--- src/rtl/assert_macros.svh ---
// ----------------------------------------------------------------------------
// Assertion macros
// Shared concurrent assertion helpers. Define NO_ASSERTIONS to compile them out.
// ----------------------------------------------------------------------------
`ifndef ASSERT_MACROS_SVH
`define ASSERT_MACROS_SVH

`ifndef NO_ASSERTIONS

// Same-cycle implication: whenever ante holds, cons holds at that edge.
`define ASSERT_IMPL(label, clk, rst_n, ante, cons) \
  label: assert property (@(posedge clk) disable iff (!rst_n) (ante) |-> (cons)) \
    else $error("assertion failed: same-cycle implication");

// Next-cycle implication: whenever ante holds, cons holds at the following edge.
`define ASSERT_NEXT(label, clk, rst_n, ante, cons) \
  label: assert property (@(posedge clk) disable iff (!rst_n) (ante) |=> (cons)) \
    else $error("assertion failed: next-cycle implication");

`else

`define ASSERT_IMPL(label, clk, rst_n, ante, cons)
`define ASSERT_NEXT(label, clk, rst_n, ante, cons)

`endif

`endif

--- src/rtl/tli_pkg.sv ---
// ----------------------------------------------------------------------------
// tli_pkg
// Types and constants shared by the table linear interpolator files.
// ----------------------------------------------------------------------------
package tli_pkg;

  localparam int TABLE_DEPTH = 64;
  localparam int IDX_W       = $clog2(TABLE_DEPTH);
  localparam int CFG_W       = 7;
  localparam int N_W         = ($clog2(TABLE_DEPTH + 1) > CFG_W) ?
                               $clog2(TABLE_DEPTH + 1) : CFG_W;
  localparam int SLOT_W      = 6;
  localparam int ANGLE_W     = 16;
  localparam int LIFT_W      = 16;
  localparam int ENTRY_W     = ANGLE_W + LIFT_W;
  localparam int DIFF_W      = 17;
  localparam int PROD_W      = 2 * DIFF_W;
  localparam int DCNT_W      = $clog2(PROD_W);

  typedef enum logic {
    MODE_LOAD,
    MODE_QUERY
  } mode_t;

  typedef enum logic [1:0] {
    STAT_LOADED,
    STAT_EXACT,
    STAT_INTERP,
    STAT_OOR
  } status_t;

  typedef enum logic [2:0] {
    ST_IDLE,
    ST_LAST,
    ST_SCAN,
    ST_MUL,
    ST_DIV,
    ST_FIX,
    ST_FINISH
  } state_t;

  typedef struct packed {
    mode_t                     mode;
    logic [SLOT_W-1:0]         slot;
    logic signed [ANGLE_W-1:0] angle_value;
    logic signed [LIFT_W-1:0]  lift_value;
  } in_item_t;

  typedef struct packed {
    logic signed [LIFT_W-1:0] lift_out;
    status_t                  status;
  } out_item_t;

endpackage

--- src/rtl/tli_in_if.sv ---
// ----------------------------------------------------------------------------
// tli_in_if
// Input item channel: valid/ready handshake with one input item as payload.
// ----------------------------------------------------------------------------
interface tli_in_if;
  logic              valid;
  logic              ready;
  tli_pkg::in_item_t data;

  modport source (output valid, output data, input ready);
  modport sink   (input valid, input data, output ready);
endinterface

--- src/rtl/tli_out_if.sv ---
// ----------------------------------------------------------------------------
// tli_out_if
// Result channel: valid/ready handshake with one result item as payload.
// ----------------------------------------------------------------------------
interface tli_out_if;
  logic               valid;
  logic               ready;
  tli_pkg::out_item_t data;

  modport source (output valid, output data, input ready);
  modport sink   (input valid, input data, output ready);
endinterface

--- src/rtl/tli_cfg_if.sv ---
// ----------------------------------------------------------------------------
// tli_cfg_if
// Configuration write channel carrying the entries-in-use register value.
// ----------------------------------------------------------------------------
interface tli_cfg_if;
  logic                      valid;
  logic                      ready;
  logic [tli_pkg::CFG_W-1:0] data;

  modport source (output valid, output data, input ready);
  modport sink   (input valid, input data, output ready);
endinterface

--- src/rtl/tli_ram.sv ---
// ----------------------------------------------------------------------------
// tli_ram
// Generic single-write, single-read RAM with a registered read port.
// ----------------------------------------------------------------------------
module tli_ram #(
  parameter int WIDTH = 32,
  parameter int DEPTH = 64
) (
  input  logic                     clk,
  input  logic                     we,
  input  logic [$clog2(DEPTH)-1:0] waddr,
  input  logic [WIDTH-1:0]         wdata,
  input  logic [$clog2(DEPTH)-1:0] raddr,
  output logic [WIDTH-1:0]         rdata
);

  logic [WIDTH-1:0] mem [DEPTH];

  always_ff @(posedge clk) begin
    if (we) begin
      mem[waddr] <= wdata;
    end
    rdata <= mem[raddr];
  end

endmodule

--- src/rtl/table_linear_interpolator.sv ---
// ----------------------------------------------------------------------------
// table_linear_interpolator
// Breakpoint table of angle/lift pairs answering queries by linear interpolation.
// ----------------------------------------------------------------------------
// Usage: items arrive on in_ch. A load item (mode 0) writes one breakpoint
// into the table and answers status 0 with a zero lift. A query item
// (mode 1) searches up to entries_in_use slots and answers an exact
// match, an interpolated lift, or out of range. Every item gives exactly one
// result transfer on out_ch. The cfg_ch channel writes entries_in_use; it is
// always ready and is meant to be written while no item is in flight.
// Flow: a load goes from the idle state to the finish state, which moves it
// into the result register. A query first checks the last searched entry,
// then scans the entries in order; a bracketed query then passes through a
// multiply step, a restoring divide (one quotient bit per cycle from one
// subtractor) and a fix-up step. The table RAM's single read port sets the
// scan rate. One item is processed at a time: in_ch.ready is high only while
// the sequencer is idle, so the next item is accepted in the cycle after the
// result register loads at the earliest. The result register lets a new
// item enter while a result waits; if the receiver stalls, the next result
// waits in its final state until the register frees up. Reset clears the
// sequencer, the result valid flag and entries_in_use; the table contents
// are undefined until loaded.
// ----------------------------------------------------------------------------
`include "assert_macros.svh"

module table_linear_interpolator (
  input  logic  clk,
  input  logic  rst_n,
  tli_in_if.sink    in_ch,
  tli_out_if.source out_ch,
  tli_cfg_if.sink   cfg_ch
);

  import tli_pkg::*;

  // Sequencer and working registers.
  state_t                    state_r, state_nxt;
  logic [CFG_W-1:0]          entries_r;
  logic [IDX_W-1:0]          idx_r, idx_nxt;
  logic [IDX_W-1:0]          last_r, last_nxt;
  logic signed [ANGLE_W-1:0] q_r, q_nxt;
  logic signed [ANGLE_W-1:0] prev_a_r, prev_a_nxt;
  logic signed [LIFT_W-1:0]  prev_l_r, prev_l_nxt;
  logic signed [DIFF_W-1:0]  dq_r, dq_nxt;
  logic signed [DIFF_W-1:0]  dl_r, dl_nxt;
  logic signed [DIFF_W-1:0]  den_r, den_nxt;
  logic signed [LIFT_W-1:0]  base_r, base_nxt;
  logic [PROD_W-1:0]         num_r, num_nxt;
  logic [DIFF_W-1:0]         rem_r, rem_nxt;
  logic [DIFF_W-1:0]         dmag_r, dmag_nxt;
  logic                      neg_r, neg_nxt;
  logic [DCNT_W-1:0]         dcnt_r, dcnt_nxt;
  logic signed [LIFT_W-1:0]  res_lift_r, res_lift_nxt;
  status_t                   res_stat_r, res_stat_nxt;
  logic                      out_valid_r, out_valid_nxt;
  out_item_t                 out_data_r, out_data_nxt;

  // Table RAM: angle in the upper half, lift in the lower half of each word.
  logic                ram_we;
  logic [IDX_W-1:0]    ram_waddr;
  logic [ENTRY_W-1:0]  ram_wdata;
  logic [IDX_W-1:0]    ram_raddr;
  logic [ENTRY_W-1:0]  ram_rdata;

  tli_ram #(
    .WIDTH (ENTRY_W),
    .DEPTH (TABLE_DEPTH)
  ) u_table (
    .clk   (clk),
    .we    (ram_we),
    .waddr (ram_waddr),
    .wdata (ram_wdata),
    .raddr (ram_raddr),
    .rdata (ram_rdata)
  );

  // Handshakes.
  logic in_fire, out_fire, out_free, cfg_fire;

  assign in_ch.ready  = (state_r == ST_IDLE);
  assign in_fire      = in_ch.valid && in_ch.ready;
  assign out_ch.valid = out_valid_r;
  assign out_ch.data  = out_data_r;
  assign out_fire     = out_valid_r && out_ch.ready;
  assign out_free     = !out_valid_r || out_ch.ready;
  assign cfg_ch.ready = 1'b1;
  assign cfg_fire     = cfg_ch.valid && cfg_ch.ready;

  // Effective table length, saturated to the table depth.
  logic [N_W-1:0] n_eff;
  assign n_eff = (N_W'(entries_r) > N_W'(TABLE_DEPTH)) ? N_W'(TABLE_DEPTH)
                                                       : N_W'(entries_r);

  // Entry currently presented by the RAM read port.
  logic signed [ANGLE_W-1:0] cur_a;
  logic signed [LIFT_W-1:0]  cur_l;
  assign cur_a = ram_rdata[ENTRY_W-1:LIFT_W];
  assign cur_l = ram_rdata[LIFT_W-1:0];

  // Scan decisions: the entry on the read port against q_r and prev_a_r, plus index checks.
  logic is_query, table_empty, above_last, below_first, bracket, exact, at_end;
  logic den_zero;
  assign is_query    = (in_ch.data.mode == MODE_QUERY);
  assign table_empty = (n_eff == '0);
  assign above_last  = (q_r > cur_a);
  assign below_first = (idx_r == '0) && (q_r < cur_a);
  assign bracket     = (idx_r != '0) && (cur_a > q_r);
  assign exact       = (cur_a == q_r);
  assign at_end      = (idx_r == last_r);
  assign den_zero    = (cur_a == prev_a_r);

  // Arithmetic helpers for the multiply, divide and fix-up steps.
  logic signed [PROD_W-1:0]   prod;
  logic [DIFF_W:0]            rem_sh;
  logic                       div_ge;
  logic                       div_done;
  logic signed [PROD_W:0]     quo_ext;
  logic signed [PROD_W:0]     quo_signed;
  logic signed [PROD_W+1:0]   sum;
  logic signed [PROD_W+1:0]   lift_max;
  logic signed [PROD_W+1:0]   lift_min;

  assign prod       = dq_r * dl_r;
  assign rem_sh     = {rem_r, num_r[PROD_W-1]};
  assign div_ge     = (rem_sh >= {1'b0, dmag_r});
  assign div_done   = (dcnt_r == DCNT_W'(PROD_W - 1));
  assign quo_ext    = $signed({1'b0, num_r});
  assign quo_signed = neg_r ? -quo_ext : quo_ext;
  assign sum        = (PROD_W + 2)'(base_r) + (PROD_W + 2)'(quo_signed);
  assign lift_max   = (PROD_W + 2)'(2 ** (LIFT_W - 1) - 1);
  assign lift_min   = -(PROD_W + 2)'(2 ** (LIFT_W - 1));

  // Next state.
  always_comb begin
    state_nxt = state_r;
    unique case (state_r)
      ST_IDLE: begin
        if (in_fire) begin
          if (is_query && !table_empty) begin
            state_nxt = ST_LAST;
          end else begin
            state_nxt = ST_FINISH;
          end
        end
      end
      ST_LAST: begin
        state_nxt = above_last ? ST_FINISH : ST_SCAN;
      end
      ST_SCAN: begin
        priority if (below_first) begin
          state_nxt = ST_FINISH;
        end else if (bracket) begin
          state_nxt = den_zero ? ST_FINISH : ST_MUL;
        end else if (exact || at_end) begin
          state_nxt = ST_FINISH;
        end else begin
          state_nxt = ST_SCAN;
        end
      end
      ST_MUL: begin
        state_nxt = ST_DIV;
      end
      ST_DIV: begin
        state_nxt = div_done ? ST_FIX : ST_DIV;
      end
      ST_FIX: begin
        state_nxt = ST_FINISH;
      end
      ST_FINISH: begin
        state_nxt = out_free ? ST_IDLE : ST_FINISH;
      end
      default: begin
        state_nxt = ST_IDLE;
      end
    endcase
  end

  // Datapath and RAM control.
  always_comb begin
    idx_nxt       = idx_r;
    last_nxt      = last_r;
    q_nxt         = q_r;
    prev_a_nxt    = prev_a_r;
    prev_l_nxt    = prev_l_r;
    dq_nxt        = dq_r;
    dl_nxt        = dl_r;
    den_nxt       = den_r;
    base_nxt      = base_r;
    num_nxt       = num_r;
    rem_nxt       = rem_r;
    dmag_nxt      = dmag_r;
    neg_nxt       = neg_r;
    dcnt_nxt      = dcnt_r;
    res_lift_nxt  = res_lift_r;
    res_stat_nxt  = res_stat_r;
    out_valid_nxt = out_fire ? 1'b0 : out_valid_r;
    out_data_nxt  = out_data_r;
    ram_we        = 1'b0;
    ram_waddr     = IDX_W'(in_ch.data.slot);
    ram_wdata     = {in_ch.data.angle_value, in_ch.data.lift_value};
    ram_raddr     = idx_r;

    unique case (state_r)
      ST_IDLE: begin
        // Start the read of the last searched entry for the range check.
        ram_raddr = IDX_W'(n_eff - 1'b1);
        if (in_fire) begin
          q_nxt        = in_ch.data.angle_value;
          last_nxt     = IDX_W'(n_eff - 1'b1);
          idx_nxt      = '0;
          res_lift_nxt = '0;
          if (!is_query) begin
            // A slot beyond the table depth is dropped but still answered.
            ram_we       = (32'(in_ch.data.slot) < 32'(TABLE_DEPTH));
            res_stat_nxt = STAT_LOADED;
          end else begin
            res_stat_nxt = STAT_OOR;
          end
        end
      end
      ST_LAST: begin
        // Last entry is on the read port; the first entry is requested next.
        ram_raddr = '0;
        idx_nxt   = '0;
      end
      ST_SCAN: begin
        ram_raddr = idx_r + 1'b1;
        priority if (below_first) begin
          res_stat_nxt = STAT_OOR;
        end else if (bracket) begin
          dq_nxt       = DIFF_W'(q_r) - DIFF_W'(prev_a_r);
          dl_nxt       = DIFF_W'(cur_l) - DIFF_W'(prev_l_r);
          den_nxt      = DIFF_W'(cur_a) - DIFF_W'(prev_a_r);
          base_nxt     = prev_l_r;
          res_stat_nxt = STAT_OOR;
        end else if (exact) begin
          res_lift_nxt = cur_l;
          res_stat_nxt = STAT_EXACT;
        end else if (at_end) begin
          res_stat_nxt = STAT_OOR;
        end else begin
          idx_nxt    = idx_r + 1'b1;
          prev_a_nxt = cur_a;
          prev_l_nxt = cur_l;
        end
      end
      ST_MUL: begin
        // Split numerator and divisor into sign and magnitude.
        num_nxt  = prod[PROD_W-1] ? PROD_W'(-prod) : PROD_W'(prod);
        dmag_nxt = den_r[DIFF_W-1] ? DIFF_W'(-den_r) : DIFF_W'(den_r);
        neg_nxt  = prod[PROD_W-1] ^ den_r[DIFF_W-1];
        rem_nxt  = '0;
        dcnt_nxt = '0;
      end
      ST_DIV: begin
        // Restoring division, one quotient bit per cycle.
        rem_nxt  = div_ge ? DIFF_W'(rem_sh - {1'b0, dmag_r}) : rem_sh[DIFF_W-1:0];
        num_nxt  = {num_r[PROD_W-2:0], div_ge};
        dcnt_nxt = dcnt_r + 1'b1;
      end
      ST_FIX: begin
        priority if (sum > lift_max) begin
          res_lift_nxt = lift_max[LIFT_W-1:0];
        end else if (sum < lift_min) begin
          res_lift_nxt = lift_min[LIFT_W-1:0];
        end else begin
          res_lift_nxt = sum[LIFT_W-1:0];
        end
        res_stat_nxt = STAT_INTERP;
      end
      ST_FINISH: begin
        if (out_free) begin
          out_valid_nxt         = 1'b1;
          out_data_nxt.lift_out = res_lift_r;
          out_data_nxt.status   = res_stat_r;
        end
      end
      default: begin
        ram_raddr = idx_r;
      end
    endcase
  end

  // Control registers.
  always_ff @(posedge clk) begin
    if (!rst_n) begin
      state_r     <= ST_IDLE;
      out_valid_r <= 1'b0;
      entries_r   <= '0;
    end else begin
      state_r     <= state_nxt;
      out_valid_r <= out_valid_nxt;
      if (cfg_fire) begin
        entries_r <= cfg_ch.data;
      end
    end
  end

  // Payload registers.
  always_ff @(posedge clk) begin
    idx_r      <= idx_nxt;
    last_r     <= last_nxt;
    q_r        <= q_nxt;
    prev_a_r   <= prev_a_nxt;
    prev_l_r   <= prev_l_nxt;
    dq_r       <= dq_nxt;
    dl_r       <= dl_nxt;
    den_r      <= den_nxt;
    base_r     <= base_nxt;
    num_r      <= num_nxt;
    rem_r      <= rem_nxt;
    dmag_r     <= dmag_nxt;
    neg_r      <= neg_nxt;
    dcnt_r     <= dcnt_nxt;
    res_lift_r <= res_lift_nxt;
    res_stat_r <= res_stat_nxt;
    out_data_r <= out_data_nxt;
  end

  // A waiting result whose status carries no lift.
  logic zero_lift_stat;
  assign zero_lift_stat = out_valid_r && (out_data_r.status == STAT_LOADED ||
                                          out_data_r.status == STAT_OOR);

  // An accepted query takes the sequencer out of the idle state.
  `ASSERT_NEXT(a_query_busy, clk, rst_n, in_fire && is_query, state_r != ST_IDLE)
  // Loads and out-of-range answers always carry a zero lift.
  `ASSERT_IMPL(a_zero_lift, clk, rst_n, zero_lift_stat, out_data_r.lift_out == '0)
  // The scan never runs past the last searched entry.
  `ASSERT_IMPL(a_scan_bound, clk, rst_n, state_r == ST_SCAN, idx_r <= last_r)
  // The divider stops after one step per numerator bit.
  `ASSERT_IMPL(a_div_bound, clk, rst_n, state_r == ST_DIV, dcnt_r <= DCNT_W'(PROD_W - 1))

endmodule
--- src/flat_wrapper.sv ---
// flat-port wrapper written by rule: the top's interface ports become plain ports
module table_linear_interpolator_flat import tli_pkg::*;
  (clk, rst_n, in_ch_valid, in_ch_data, in_ch_ready, out_ch_valid, out_ch_data, out_ch_ready, cfg_ch_valid, cfg_ch_data, cfg_ch_ready);
  tli_in_if in_ch_i ();
  tli_out_if out_ch_i ();
  tli_cfg_if cfg_ch_i ();
  input  logic clk;
  input  logic rst_n;
  input wire logic [$bits(in_ch_i.valid)-1:0] in_ch_valid;
  input wire logic [$bits(in_ch_i.data)-1:0] in_ch_data;
  output wire logic [$bits(in_ch_i.ready)-1:0] in_ch_ready;
  output wire logic [$bits(out_ch_i.valid)-1:0] out_ch_valid;
  output wire logic [$bits(out_ch_i.data)-1:0] out_ch_data;
  input wire logic [$bits(out_ch_i.ready)-1:0] out_ch_ready;
  input wire logic [$bits(cfg_ch_i.valid)-1:0] cfg_ch_valid;
  input wire logic [$bits(cfg_ch_i.data)-1:0] cfg_ch_data;
  output wire logic [$bits(cfg_ch_i.ready)-1:0] cfg_ch_ready;
  assign in_ch_i.valid = in_ch_valid;
  assign in_ch_i.data = in_ch_data;
  assign in_ch_ready = in_ch_i.ready;
  assign out_ch_valid = out_ch_i.valid;
  assign out_ch_data = out_ch_i.data;
  assign out_ch_i.ready = out_ch_ready;
  assign cfg_ch_i.valid = cfg_ch_valid;
  assign cfg_ch_i.data = cfg_ch_data;
  assign cfg_ch_ready = cfg_ch_i.ready;
  table_linear_interpolator u_core (.clk(clk), .rst_n(rst_n), .in_ch(in_ch_i), .out_ch(out_ch_i), .cfg_ch(cfg_ch_i));
endmodule
--- config.mk ---
export PLATFORM = sky130hd
export DESIGN_NAME = table_linear_interpolator_flat
export DESIGN_NICKNAME = d
export VERILOG_FILES = /design/src/rtl/tli_pkg.sv /design/src/rtl/tli_in_if.sv /design/src/rtl/tli_out_if.sv /design/src/rtl/tli_cfg_if.sv /design/src/rtl/tli_ram.sv /design/src/rtl/table_linear_interpolator.sv /design/src/flat_wrapper.sv
export VERILOG_INCLUDE_DIRS = /design/src /design/src/rtl
export SDC_FILE = /design/constraint.sdc
export NUM_CORES = 2
export LEC_CHECK = 0
export BUFFER_PORTS_ARGS = -buffer_cell sky130_fd_sc_hd__buf_4
export CAP_MARGIN = 10
export CORE_MARGIN = 4
export CORE_UTILIZATION = 30
export DETAILED_ROUTE_END_ITERATION = 7
export SLEW_MARGIN = 25
export SYNTH_ARGS = -nofsm -noshare
export SYNTH_HDL_FRONTEND = slang
export SYNTH_SLANG_ARGS = --single-unit
export TNS_END_PERCENT = 10
--- constraint.sdc ---
create_clock -name clk -period 14.2 [get_ports clk]
set_input_delay 2.13 -clock clk [delete_from_list [all_inputs] [get_ports clk]]
set_output_delay 2.13 -clock clk [all_outputs]
set_load 0.03 [all_outputs]
==> impl_metrics.py <==
metrics = {
    "placed_design": {
        "place.gp.congestion": 0.8295,
        "hpwl_um": 165700,
        "pre_cts_slack_ns": 5.877,
        "port_buffers": 70,
    },
    "worst_setup_path": {
        "crit_chain": "nand2_1 -> inv_1 -> fa_1 -> inv_1 -> fa_1 -> inv_1 -> fa_1 -> fa_1 -> fa_1 -> inv_1 -> fa_1 -> inv_1 -> ha_1 -> a21o_1 -> a31o_2 -> a221oi_1 -> nor2b_1 -> a211oi_1 -> o31ai_1 -> a21oi_1 -> xnor2_4 -> a41oi_1 -> xnor2_1 -> mux2_2",
        "end_kind": "flip-flop",
        "crit_arrival_ns": 8.99,
        "critPathMaxFanout": 21,
        "cp_slowest_cell": "edfxtp_1",
        "slowest_delay_ns": 0.77,
        "rr_startpoint": "u_core.dl_r[2]",
        "cp.required_ns": 14.84,
        "startpoint": "u_core.dl_r[2]",
        "cp_common_cell": "fa_1",
        "worstSetupPathType": "flip-flop to flip-flop",
        "start_kind": "flip-flop",
    },
    "sta": {
        "period_share_pct": 58.78,
        "worstMarginPinSlew_ns": 1.053,
        "rsz0062_at_grt": "no",
        "drv_slew": 0,
        "skew_ns": 0.03973,
        "fin_crit_ns": 8.347,
        "fmax_mhz": 119.8,
        "hold_viol": 0,
        "setup_tns_ns": 0,
        "setup_viol": 0,
        "setup_ws_ns": 5.853,
        "relSlewSlack_pct": 29.41,
    },
    "logic_synthesis": {
        "synth_cell_types": 82,
        "yosys_warnings": 0,
        "yosys_register_bits": 2329,
        "mappedNetlistArea_um2": 106600,
        "yosysSeqAreaShare_pct": 65.18,
        "synthCells": 6510,
        "syn_nets": 7072,
        "avgSynthCellArea_um2": 16.38,
        "synth-edff-count": 2286,
        "synthFlopType": "edfxtp_1",
        "synthArstFlopShare_pct": 0,
    },
    "floorplanning": {
        "rows": 218,
        "die_h_um": 604.2,
        "die_area_um2": 365100,
        "pin_count": 72,
        "initial_core_util_pct": 30.19,
        "die_w_um": 604.2,
        "coreArea_um2": 353200,
    },
    "clocking": {
        "cts_sinks": 2329,
        "htreeDepth": 4,
        "clk_path_buf_depth": 3,
        "cts_tree": "done",
        "cts_buffers": 232,
        "cts_root_buf": "clkbuf_16",
        "clk_pin_slew_ns": 0.07,
        "ctsResizeCount": 0,
        "cts.hold.buffers_added": 0,
        "worstSkewPairLatency_ns": 0.88,
        "cts_setup_buffers": 0,
    },
    "hold_path": {
        "holdCritStartpoint": "u_core.res_lift_r[2]",
        "hold_path_class": "flip-flop to flip-flop",
    },
    "finish": {
        "fillCellCount": 33360,
        "final_nets": 7183,
        "area_growth_pct": 13.54,
        "drive_gt1_share_pct": 16.80,
    },
    "status": {
        "outcome": "finished clean",
    },
    "route": {
        "first_iter_violations": 5870,
        "drt_first_pass_iters": 5,
        "via_per_inst": 5.047,
        "drc": 0,
        "dr_total_vias": 58320,
        "wl_per_cell_um": 23.83,
        "wl_um": 275400,
        "drtAntennaViolNets": 0,
    },
    "global_routing": {
        "grt_usage_pct": 14.87,
        "grt_first_pass_wirelength_um": 406400,
        "grt_max_degree": 114,
        "antenna_found_initial": 22,
        "globalRouteOverflowTotal": 0,
        "grt_pass1_vias": 60360,
    },
    "flow_run": {
        "cap_violations": 0,
    },
}
[sequential cells by signal, indices dropped and copies added (netlist names), 6 cells and up]
name,cells
u_core.u_table.mem,2048
u_core.num_r,34
u_core.u_table.rdata,32
u_core.out_ch.data,18
u_core.den_r,17
u_core.dl_r,17
u_core.dmag_r,17
u_core.dq_r,17
u_core.rem_r,17
u_core.base_r,16
u_core.prev_a_r,16
u_core.prev_l_r,16
u_core.q_r,16
u_core.res_lift_r,16
u_core.entries_r,7
u_core.dcnt_r,6
u_core.idx_r,6
u_core.last_r,6
[synthesized netlist by cell type, drive strengths merged (127+ instances only)]
library cell | n | share of area (%)
nor2 | 237 | 0.83
fa | 301 | 5.7
and2 | 279 | 1.6
ha | 210 | 2.5
a211oi | 180 | 1.3
inv | 451 | 1.6
nand2 | 548 | 1.9
mux4 | 513 | 11
edfxtp | 2286 | 64
o21ai | 127 | 0.60
a21oi | 184 | 0.87
clkbuf | 214 | 0.75
xnor2 | 151 | 1.2
[final timing paths]
path / slack, ns / end / cells after the start
min: 0.42 / u_core.out_ch.data[4] / 0
max: 5.85 / u_core.num_r[14] / 24
min reg2reg: 0.42 / u_core.out_ch.data[4] / 0
max reg2reg: 5.85 / u_core.num_r[14] / 24
[cells in the final DEF, fill, tap and decap left out, types with 79 or more instances in the layout]
cell type     n
edfxtp_1   2286
nor2_1      173
xnor2_1     150
nand2_1     546
buf_4       175
a21oi_1     183
o21ai_0     124
inv_1       451
fa_1        301
ha_1        210
a211oi_1    180
a31oi_1      79
mux4_2      513
clkbuf_16   240
and2_1      278
[cells by family after synthesis]
kind of cell / share of synthesized area (%)
AO/OA/AOI/OAI: 5.416
XOR/XNOR: 1.610
adder cells (fa/ha/maj): 8.115
buffers and inverters: 2.743
flip-flops: 65.18
multiplexers: 10.97
other: 0.003517
AND/OR/NAND/NOR: 5.963
[worst max-delay path, delay by kind of cell, from the launching register on]
| family | cells | cell delay, ns |
|---|---|---|
| AOI/OAI and AO/OA | 7 | 1.97 |
| xor gates and xnor gates | 2 | 0.38 |
| adders and majority gates | 7 | 3.63 |
| buffers and inverters | 5 | 0.73 |
| DFF | 1 | 0.77 |
| muxes | 1 | 0.26 |
| and+or+nand+nor | 2 | 0.37 |
[area by class of cell]
cell class | instances | area, um^2 | share of cell area [%]
sequential | 2329 | 69510 | 57.41
multi-input combinational | 3416 | 34770 | 28.72
clock buffer | 290 | 6223 | 5.140
tap | 4730 | 5918 | 4.888
inverter | 452 | 1697 | 1.401
timing repair buffer | 190 | 1628 | 1.345
clock inverter | 138 | 1304 | 1.077
antenna | 10 | 25.02 | 0.02067
[stage by stage]
stage / util [%] / instances / hold slack [ns] / cell area [um^2]
global placement: 32.09 / 11110 / 0.4135 / 113400
CTS: 34.26 / 11540 / 0.4213 / 121000
floorplan: - / 6510 / 0.4003 / 106600
detailed placement: 32.13 / 11120 / 0.4061 / 113500
global route: 34.27 / 11550 / 0.4226 / 121000
finish: 34.28 / 11560 / 0.4229 / 121100
[routing by layer]
| metal | routed length (um) | up-vias | track usage (%) |
|---|---|---|---|
| met4 | 6540 | 18 | 3.670 |
| met5 | 111 | - | 0 |
| met1 | 118900 | 30910 | 20.67 |
| li1 | - | 25130 | - |
| met3 | 17840 | 327 | 2.467 |
| met2 | 131900 | 1935 | 24.33 |
Power is left out: the tool's default activity adds up to more than one toggle a clock period on the data nets, which glitch-free logic cannot reach.
